--- config.mk ---
export PLATFORM = sky130hd
export DESIGN_NAME = line_receive_buffer_with_discard_top
export DESIGN_NICKNAME = d
export VERILOG_FILES = /design/src/lrb_pkg.sv /design/src/lrb_ctrl.sv /design/src/lrb_datapath.sv /design/src/line_receive_buffer_with_discard_top.sv
export SDC_FILE = /design/constraint.sdc
export NUM_CORES = 2
export LEC_CHECK = 0
export ABC_AREA = 0
export BUFFER_PORTS_ARGS = -buffer_cell sky130_fd_sc_hd__buf_2
export CAP_MARGIN = 0
export CORE_AREA = 8 8 403 405
export CTS_CLUSTER_SIZE = 10
export DETAILED_ROUTE_END_ITERATION = 8
export DIE_AREA = 0 0 411 413
export HOLD_SLACK_MARGIN = 0.1
export PLACE_DENSITY = 0.7
export SYNTH_ARGS = -nofsm -noshare
export SYNTH_HDL_FRONTEND = slang
export SYNTH_HIERARCHICAL = 1
export SYNTH_SLANG_ARGS = --single-unit
export TNS_END_PERCENT = 100
--- constraint.sdc ---
create_clock -name clk -period 9.6 [get_ports clk]
set_clock_uncertainty 0.15 [all_clocks]
set_input_delay 1.92 -clock clk [delete_from_list [all_inputs] [get_ports clk]]
set_output_delay 1.92 -clock clk [all_outputs]
set_load 0.01 [all_outputs]
--- src/lrb_pkg.sv ---
// Package with the shared types, codes and constants of the line receive buffer.
`timescale 1ns / 1ps
`default_nettype none

package lrb_pkg;

    // Function codes of an input transaction.
    typedef enum logic [1:0] {
        FUNC_OFFER = 2'd0,
        FUNC_PUSH  = 2'd1,
        FUNC_TAKE  = 2'd2,
        FUNC_NONE  = 2'd3
    } func_t;

    // Controller states.
    typedef enum logic [1:0] {
        ST_IDLE   = 2'd0,
        ST_READ   = 2'd1,
        ST_UPDATE = 2'd2
    } state_t;

    // One input transaction.
    typedef struct packed {
        logic [1:0] func;
        logic [7:0] data_byte;
        logic       last_in_packet;
    } in_item_t;

    // One result transaction.
    typedef struct packed {
        logic       ready_res;
        logic [7:0] byte_out;
        logic       rearm;
        logic       empty_read;
        logic [8:0] lines_waiting;
        logic [8:0] space_free;
    } out_item_t;

    // Commands from the controller to the datapath.
    typedef struct packed {
        logic capture;
        logic read;
        logic load;
    } lrb_cmd_t;

    localparam logic [7:0] CHAR_LF          = 8'h0A;
    localparam logic [7:0] CHAR_CR          = 8'h0D;
    localparam logic [7:0] CHAR_NUL         = 8'h00;
    localparam logic [8:0] LINE_MAX         = 9'd511;
    localparam logic [8:0] PACKET_ROOM_INIT = 9'd64;

    // A carriage return or a line feed ends a line.
    function automatic logic is_line_end(input logic [7:0] b);
        return (b == CHAR_LF) || (b == CHAR_CR);
    endfunction

endpackage

`default_nettype wire

--- src/lrb_ctrl.sv ---
// Controller state machine that sequences one transaction through the datapath.
`timescale 1ns / 1ps
`default_nettype none

module lrb_ctrl (
    input  wire logic              clk,
    input  wire logic              rst_n,
    input  wire logic              in_valid,
    output logic                   in_ready,
    output logic                   out_valid,
    input  wire logic              out_ready,
    output lrb_pkg::lrb_cmd_t      cmd
);

    lrb_pkg::state_t state_reg, state_next;
    logic            out_valid_reg, out_valid_next;

    // State and result-valid registers.
    always_ff @(posedge clk or negedge rst_n)
    begin
        if (!rst_n)
        begin
            state_reg     <= lrb_pkg::ST_IDLE;
            out_valid_reg <= 1'b0;
        end
        else
        begin
            state_reg     <= state_next;
            out_valid_reg <= out_valid_next;
        end
    end

    // Next state and commands.
    always_comb
    begin
        state_next  = state_reg;
        cmd         = '0;
        in_ready    = 1'b0;
        unique case (state_reg)
            lrb_pkg::ST_IDLE:
            begin
                in_ready = 1'b1;
                if (in_valid)
                begin
                    cmd.capture = 1'b1;
                    state_next  = lrb_pkg::ST_READ;
                end
            end
            lrb_pkg::ST_READ:
            begin
                cmd.read   = 1'b1;
                state_next = lrb_pkg::ST_UPDATE;
            end
            lrb_pkg::ST_UPDATE:
            begin
                // The result register must be free before the state is updated.
                if (!out_valid_reg || out_ready)
                begin
                    cmd.load   = 1'b1;
                    state_next = lrb_pkg::ST_IDLE;
                end
            end
            default:
            begin
                state_next = lrb_pkg::ST_IDLE;
            end
        endcase
    end

    // A loaded result stays valid until the receiver takes it.
    always_comb
    begin
        if (cmd.load)
            out_valid_next = 1'b1;
        else if (out_ready)
            out_valid_next = 1'b0;
        else
            out_valid_next = out_valid_reg;
    end

    assign out_valid = out_valid_reg;

endmodule

`default_nettype wire

--- src/lrb_datapath.sv ---
// Datapath with the byte store, pointers, counters and the result register.
`timescale 1ns / 1ps
`default_nettype none

module lrb_datapath #(
    parameter int BUFFER_DEPTH = 256
) (
    input  wire logic               clk,
    input  wire logic               rst_n,
    input  wire lrb_pkg::lrb_cmd_t  cmd,
    input  wire lrb_pkg::in_item_t  in_item,
    input  wire logic               cfg_write,
    input  wire logic [8:0]         cfg_data,
    output lrb_pkg::out_item_t      out_result
);

    localparam int PW = $clog2(BUFFER_DEPTH);
    localparam int FW = $clog2(BUFFER_DEPTH + 1);
    localparam int CW = (FW > 9) ? FW : 9;

    logic [7:0]          mem [BUFFER_DEPTH];
    lrb_pkg::in_item_t   item_reg;
    logic [7:0]          rd_data_reg;
    logic [PW-1:0]       head_reg, head_next;
    logic [PW-1:0]       tail_reg, tail_next;
    logic [FW-1:0]       fill_reg, fill_next;
    logic [8:0]          line_reg, line_next;
    logic                disc_reg, disc_next;
    logic [8:0]          room_reg;
    lrb_pkg::out_item_t  result_reg, result_next;
    logic                wr_en;
    logic [7:0]          taken;
    logic [CW-1:0]       free_v;
    logic [CW-1:0]       free_out;
    logic [CW-1:0]       room_ext;

    // Free space for a given fill level.
    function automatic logic [CW-1:0] free_of(input logic [FW-1:0] f);
        return CW'(BUFFER_DEPTH) - CW'(f);
    endfunction

    // Circular pointer advance.
    function automatic logic [PW-1:0] ptr_inc(input logic [PW-1:0] p);
        return (p == PW'(BUFFER_DEPTH - 1)) ? '0 : p + 1'b1;
    endfunction

    assign room_ext = CW'(room_reg);

    // Next state and result of the captured transaction.
    always_comb
    begin
        head_next   = head_reg;
        tail_next   = tail_reg;
        fill_next   = fill_reg;
        line_next   = line_reg;
        disc_next   = disc_reg;
        wr_en       = 1'b0;
        taken       = lrb_pkg::CHAR_NUL;
        free_v      = '0;
        result_next = '0;
        unique case (lrb_pkg::func_t'(item_reg.func))
            lrb_pkg::FUNC_OFFER:
            begin
                result_next.ready_res = (free_of(fill_reg) >= room_ext);
            end
            lrb_pkg::FUNC_PUSH:
            begin
                if (item_reg.data_byte != lrb_pkg::CHAR_NUL)
                begin
                    // Store unless discarding or full.
                    if (!disc_reg && (fill_reg != FW'(BUFFER_DEPTH)))
                    begin
                        wr_en     = 1'b1;
                        head_next = ptr_inc(head_reg);
                        fill_next = fill_reg + 1'b1;
                    end
                    if (lrb_pkg::is_line_end(item_reg.data_byte))
                    begin
                        if (disc_reg)
                            disc_next = 1'b0;
                        else if (line_reg != lrb_pkg::LINE_MAX)
                            line_next = line_reg + 1'b1;
                    end
                    else if ((fill_next == FW'(BUFFER_DEPTH)) && (line_reg == '0))
                    begin
                        // Full with no line in it: drop everything.
                        fill_next = '0;
                        head_next = '0;
                        tail_next = '0;
                        disc_next = 1'b1;
                    end
                end
                // End-of-packet check.
                if (item_reg.last_in_packet)
                begin
                    result_next.ready_res = 1'b1;
                    if (free_of(fill_next) < room_ext)
                    begin
                        result_next.ready_res = 1'b0;
                        if (line_next == '0)
                        begin
                            fill_next             = '0;
                            head_next             = '0;
                            tail_next             = '0;
                            disc_next             = 1'b1;
                            result_next.ready_res = 1'b1;
                        end
                    end
                end
            end
            lrb_pkg::FUNC_TAKE:
            begin
                if (fill_reg == '0)
                begin
                    result_next.empty_read = 1'b1;
                end
                else
                begin
                    taken     = rd_data_reg;
                    tail_next = ptr_inc(tail_reg);
                    fill_next = fill_reg - 1'b1;
                end
                free_v = free_of(fill_next);
                if (free_v == room_ext)
                begin
                    result_next.rearm = 1'b1;
                end
                else if ((free_v < room_ext) && (line_reg == '0))
                begin
                    fill_next         = '0;
                    head_next         = '0;
                    tail_next         = '0;
                    disc_next         = 1'b1;
                    result_next.rearm = 1'b1;
                end
                if ((line_reg != '0) && lrb_pkg::is_line_end(taken))
                    line_next = line_reg - 1'b1;
                result_next.byte_out = taken;
            end
            default:
            begin
            end
        endcase
        free_out                  = free_of(fill_next);
        result_next.lines_waiting = line_next;
        result_next.space_free    = free_out[8:0];
    end

    // Control state of the buffer.
    always_ff @(posedge clk or negedge rst_n)
    begin
        if (!rst_n)
        begin
            head_reg <= '0;
            tail_reg <= '0;
            fill_reg <= '0;
            line_reg <= '0;
            disc_reg <= 1'b0;
            room_reg <= lrb_pkg::PACKET_ROOM_INIT;
        end
        else
        begin
            if (cmd.load)
            begin
                head_reg <= head_next;
                tail_reg <= tail_next;
                fill_reg <= fill_next;
                line_reg <= line_next;
                disc_reg <= disc_next;
            end
            if (cfg_write)
                room_reg <= cfg_data;
        end
    end

    // Payload registers: captured transaction and result.
    always_ff @(posedge clk)
    begin
        if (cmd.capture)
            item_reg <= in_item;
        if (cmd.load)
            result_reg <= result_next;
    end

    // Byte store: read at the tail, written at the head.
    always_ff @(posedge clk)
    begin
        if (cmd.read)
            rd_data_reg <= mem[tail_reg];
        if (cmd.load && wr_en)
            mem[head_reg] <= item_reg.data_byte;
    end

    assign out_result = result_reg;

endmodule

`default_nettype wire

--- src/line_receive_buffer_with_discard_top.sv ---
// Top level of the line receive buffer with discard.
//
// Usage: a byte receive FIFO that counts complete lines ended by CR or LF.
// The input channel (in_valid, in_ready, in_item) carries one transaction:
// an offer of a packet, one packet byte, a take of one stored byte, or no operation.
// Each input transaction yields exactly one result transaction on the
// output channel (out_valid, out_ready, out_result).
// The configuration channel (cfg_valid, cfg_ready, cfg_data) writes the
// packet room threshold; it is always ready. The user must write it only
// while idle; the block itself does not enforce this. Each accepted
// transaction passes through the registered read of the byte store, then
// the state update that loads the result register. A new transaction is
// accepted only after the controller returns to idle from that update.
// Reset empties the buffer, clears the line count and discard mode and sets
// the packet room to 64; no clearing pass is needed.
// When the receiver stalls, the result register holds its transaction and
// the next input is still accepted; its update waits until the held result
// is taken.
`timescale 1ns / 1ps
`default_nettype none

module line_receive_buffer_with_discard_top #(
    parameter int BUFFER_DEPTH = 256
) (
    input  wire logic               clk,
    input  wire logic               rst_n,
    input  wire logic               in_valid,
    output logic                    in_ready,
    input  wire lrb_pkg::in_item_t  in_item,
    output logic                    out_valid,
    input  wire logic               out_ready,
    output lrb_pkg::out_item_t      out_result,
    input  wire logic               cfg_valid,
    output logic                    cfg_ready,
    input  wire logic [8:0]         cfg_data
);

    lrb_pkg::lrb_cmd_t cmd;

    // Configuration writes are taken at once.
    assign cfg_ready = 1'b1;

    // Controller.
    lrb_ctrl u_ctrl (
        .clk       (clk),
        .rst_n     (rst_n),
        .in_valid  (in_valid),
        .in_ready  (in_ready),
        .out_valid (out_valid),
        .out_ready (out_ready),
        .cmd       (cmd)
    );

    // Datapath.
    lrb_datapath #(
        .BUFFER_DEPTH (BUFFER_DEPTH)
    ) u_datapath (
        .clk        (clk),
        .rst_n      (rst_n),
        .cmd        (cmd),
        .in_item    (in_item),
        .cfg_write  (cfg_valid & cfg_ready),
        .cfg_data   (cfg_data),
        .out_result (out_result)
    );

endmodule

`default_nettype wire

==> impl_metrics.toml <==
[floorplan]
rows = 145
start_util_pct = 54.7
die_h_um = 413
fp.dieW_um = 411
ioPinCount = 57
core-area_um2 = 156000
die_area_um2 = 170000

[cts]
numCtsBuffers = 234
clk_pin_slew_ps = 50
cts.sinks = 2143
cts_root_buf = "clkbuf_16"
cts.htree.levels = 4
cts_hold_buf = 0
cts_setup_buffers = 0
clk_latency_ps = 850
clockBufferDepth = 3
cts.repair.resized = 0
cts_tree = "yes"

[logic_synthesis]
ys_seq_area_share_pct = 75.3
muxShareOfSynthArea_pct = 18.1
synthesis.nets = 3999
synth_ff_type = "edfxtp_1"
synth-compound-area-share_pct = 1.32
syn_area_um2 = 85200
synthSimpleGateAreaFrac_pct = 2.97
synth-seq-cells = 2143
yosys_warnings = 6
synth-edff-count = 2096
syn_inst = 3931
synthAdderAreaFrac_pct = 0.632
synthXorXnorAreaFrac_pct = 0.514
async_reset_ff_share_pct = 2.19
synth_top_family_by_area = "multiplexers"
avgSynthCellArea_um2 = 21.7
ys_types = 73

[global_route]
overflow = 0
antenna_found_initial = 8
grtUsageMet2_pct = 35.4
grt_max_degree = 237
grt_pass1_vias = 40610
gr-usage-met3_pct = 4.56
grt_pass1_wl_um = 284000
busiest_layer = "met2"
met1_usage_pct = 33.2
grt_usage_pct = 22.8

[placed_design]
port_buffers = 55
placed_area_um2 = 87800
hpwlAfterDp_um = 111000
dp.cells = 5878
routabilityCongestion = 0.860

[route]
drc_errors = 0
postRouteAntennaNets = 0
totalWireLength_um = 192000
vias = 40577
wire_per_inst_um = 31.2
viasPerCell = 6.57
first_pass_iters = 8
drt_iter0_markers = 5477

[critical_path]
cp-startpoint = "u_datapath/fill_reg[0]"
crit_required_ps = 10010
start_kind = "register"
timing.rr.start = "u_datapath/fill_reg[0]"
endpoint_kind = "register"
worstSetupPathType = "reg -> reg"
critical_path.max_fanout = 15
cp.arrival_ps = 8030

[layout]
fillers = 10647
area_growth_syn_to_layout_pct = 10.6
final_cells = 6172
final_area_um2 = 94200
largest_register_ffs = 2048
final_cell_mix = "2096 x edfxtp_1, 680 x mux4_2, 329 x nor2_1"
fin_nets = 4124
final_common_cell = "edfxtp_1"
fin_util_pct = 60.5
drive_gt1_share_pct = 26.6

[pwr]
leakage_nw = 28.5
power_density_nw_per_um2 = 250
total_power_mw = 23.5
irDropWorstVdd_v = 0.000201

[timing]
rsz0062_at_grt = "no"
period_needed_ps = 7610
fin_crit_sh_pct = 79.3
tightest_slew_ps = 1180
fmax_mhz = 131
hold_viol = 0
setup_tns_ps = 0
slew_violations = 0
max-slew-margin-rel_pct = 21.4
finalSetupViolations = 0

[hold_path]
hold_class = "reg -> reg"
min_from = "u_ctrl/out_valid"

[run_status]
status = "complete, no violations"

[flow_run]
cap_violations = 0
## final cells by class
| type | count | area (um^2) | area share [%] |
|---|---|---|---|
| well taps | 2058 | 2570 | 2.73 |
| inverters | 31 | 116 | 0.124 |
| multi-input cells | 1530 | 20100 | 21.4 |
| flip-flops and latches | 2143 | 64100 | 68.1 |
| clock inverters | 21 | 314 | 0.333 |
| clock buffers | 270 | 6020 | 6.39 |
| repair buffers | 116 | 883 | 0.938 |
| diodes | 3 | 7.51 | 0.00797 |
## worst max-delay path, stage by stage (launching register included)
cell and delay (ps):
dfrtp_1 540, inv_1 160, ha_1 220, nand2_1 120, or3_1 410, nor3_1 230
ha_1 600, inv_1 400, mux2i_1 380, ha_1 270, nand2_1 70, nor3_1 330
xnor2_1 170, ha_1 290, a2111oi_0 440, a211oi_1 100, o21ai_0 130, nand4_1 280
nand2_1 480, o211ai_1 140, a22oi_1 520, ha_1 300, o211ai_1 180, nor4_4 330
xor2_1 90
## report_power, final
group,total (mW),internal [mW],switching [mW]
clock,7.71,4.36,3.35
combinational,5.01,2.27,2.74
sequential,10.8,10.6,0.207
## kinds of logic after synthesis
family	Yosys count
DFF	2143
muxes	690
and+or+nand+nor	578
buffers and inverters	258
AOI/OAI and AO/OA	168
xor gates and xnor gates	50
adders and majority gates	43
other	1
## cell usage after synthesis (3+ instances only)
library cell | n | area, um^2
nand4_1 | 13 | 81.3
and3_1 | 13 | 81.3
a211oi_1 | 7 | 52.6
nand2_1 | 105 | 394
xor2_1 | 18 | 158
a21oi_1 | 35 | 175
nand2b_1 | 9 | 56.3
clkbuf_1 | 177 | 664
nor3b_1 | 3 | 22.5
a211o_1 | 4 | 35.0
edfxtp_1 | 2096 | 62900
a31o_2 | 3 | 26.3
xnor2_1 | 32 | 280
a22o_1 | 8 | 70.1
nor4b_1 | 3 | 26.3
buf_1 | 47 | 176
nor4_1 | 11 | 68.8
a32o_1 | 3 | 30.0
nor3_1 | 19 | 95.1
ha_1 | 43 | 538
o31ai_1 | 4 | 30.0
dfrtp_1 | 46 | 1150
nand3_1 | 30 | 150
inv_1 | 31 | 116
mux2i_1 | 7 | 70.1
nor2b_1 | 15 | 93.8
o21a_1 | 3 | 22.5
nor2_1 | 329 | 1230
and2_1 | 9 | 56.3
o21ai_0 | 55 | 275
or3_1 | 4 | 25.0
a21o_1 | 7 | 52.6
mux2_2 | 3 | 33.8
a31oi_1 | 7 | 43.8
o211ai_1 | 5 | 37.5
mux4_2 | 680 | 15300
## worst paths after layout
path	slack, ps	to	cells after the start
max	1990	u_datapath/out_result[8]	24
min	380	u_ctrl/out_valid	2
max reg2reg	1990	u_datapath/out_result[8]	24
min reg2reg	380	u_ctrl/out_valid	2
max in group asynchronous	7720	u_datapath/tail_reg[0]	2
min in group asynchronous	1060	u_datapath/head_reg[4]	2
## metal layers
| layer | part of all wire, % | vias to the layer above |
|---|---|---|
| li1 | - | 16575 |
| met1 | 40 | 21637 |
| met2 | 48 | 2017 |
| met3 | 9.3 | 344 |
| met4 | 3.1 | 4 |
| met5 | 0.031 | - |
## stage by stage
step / hold WS [ps] / setup WS (ps)
final: 384 / 1990
after global routing: 421 / 1430
after CTS: 384 / 2120
after detailed placement: 362 / 2170
after global placement: 351 / 2300
after floorplan: 372 / 1310
Power figures use the tool's default switching activity.
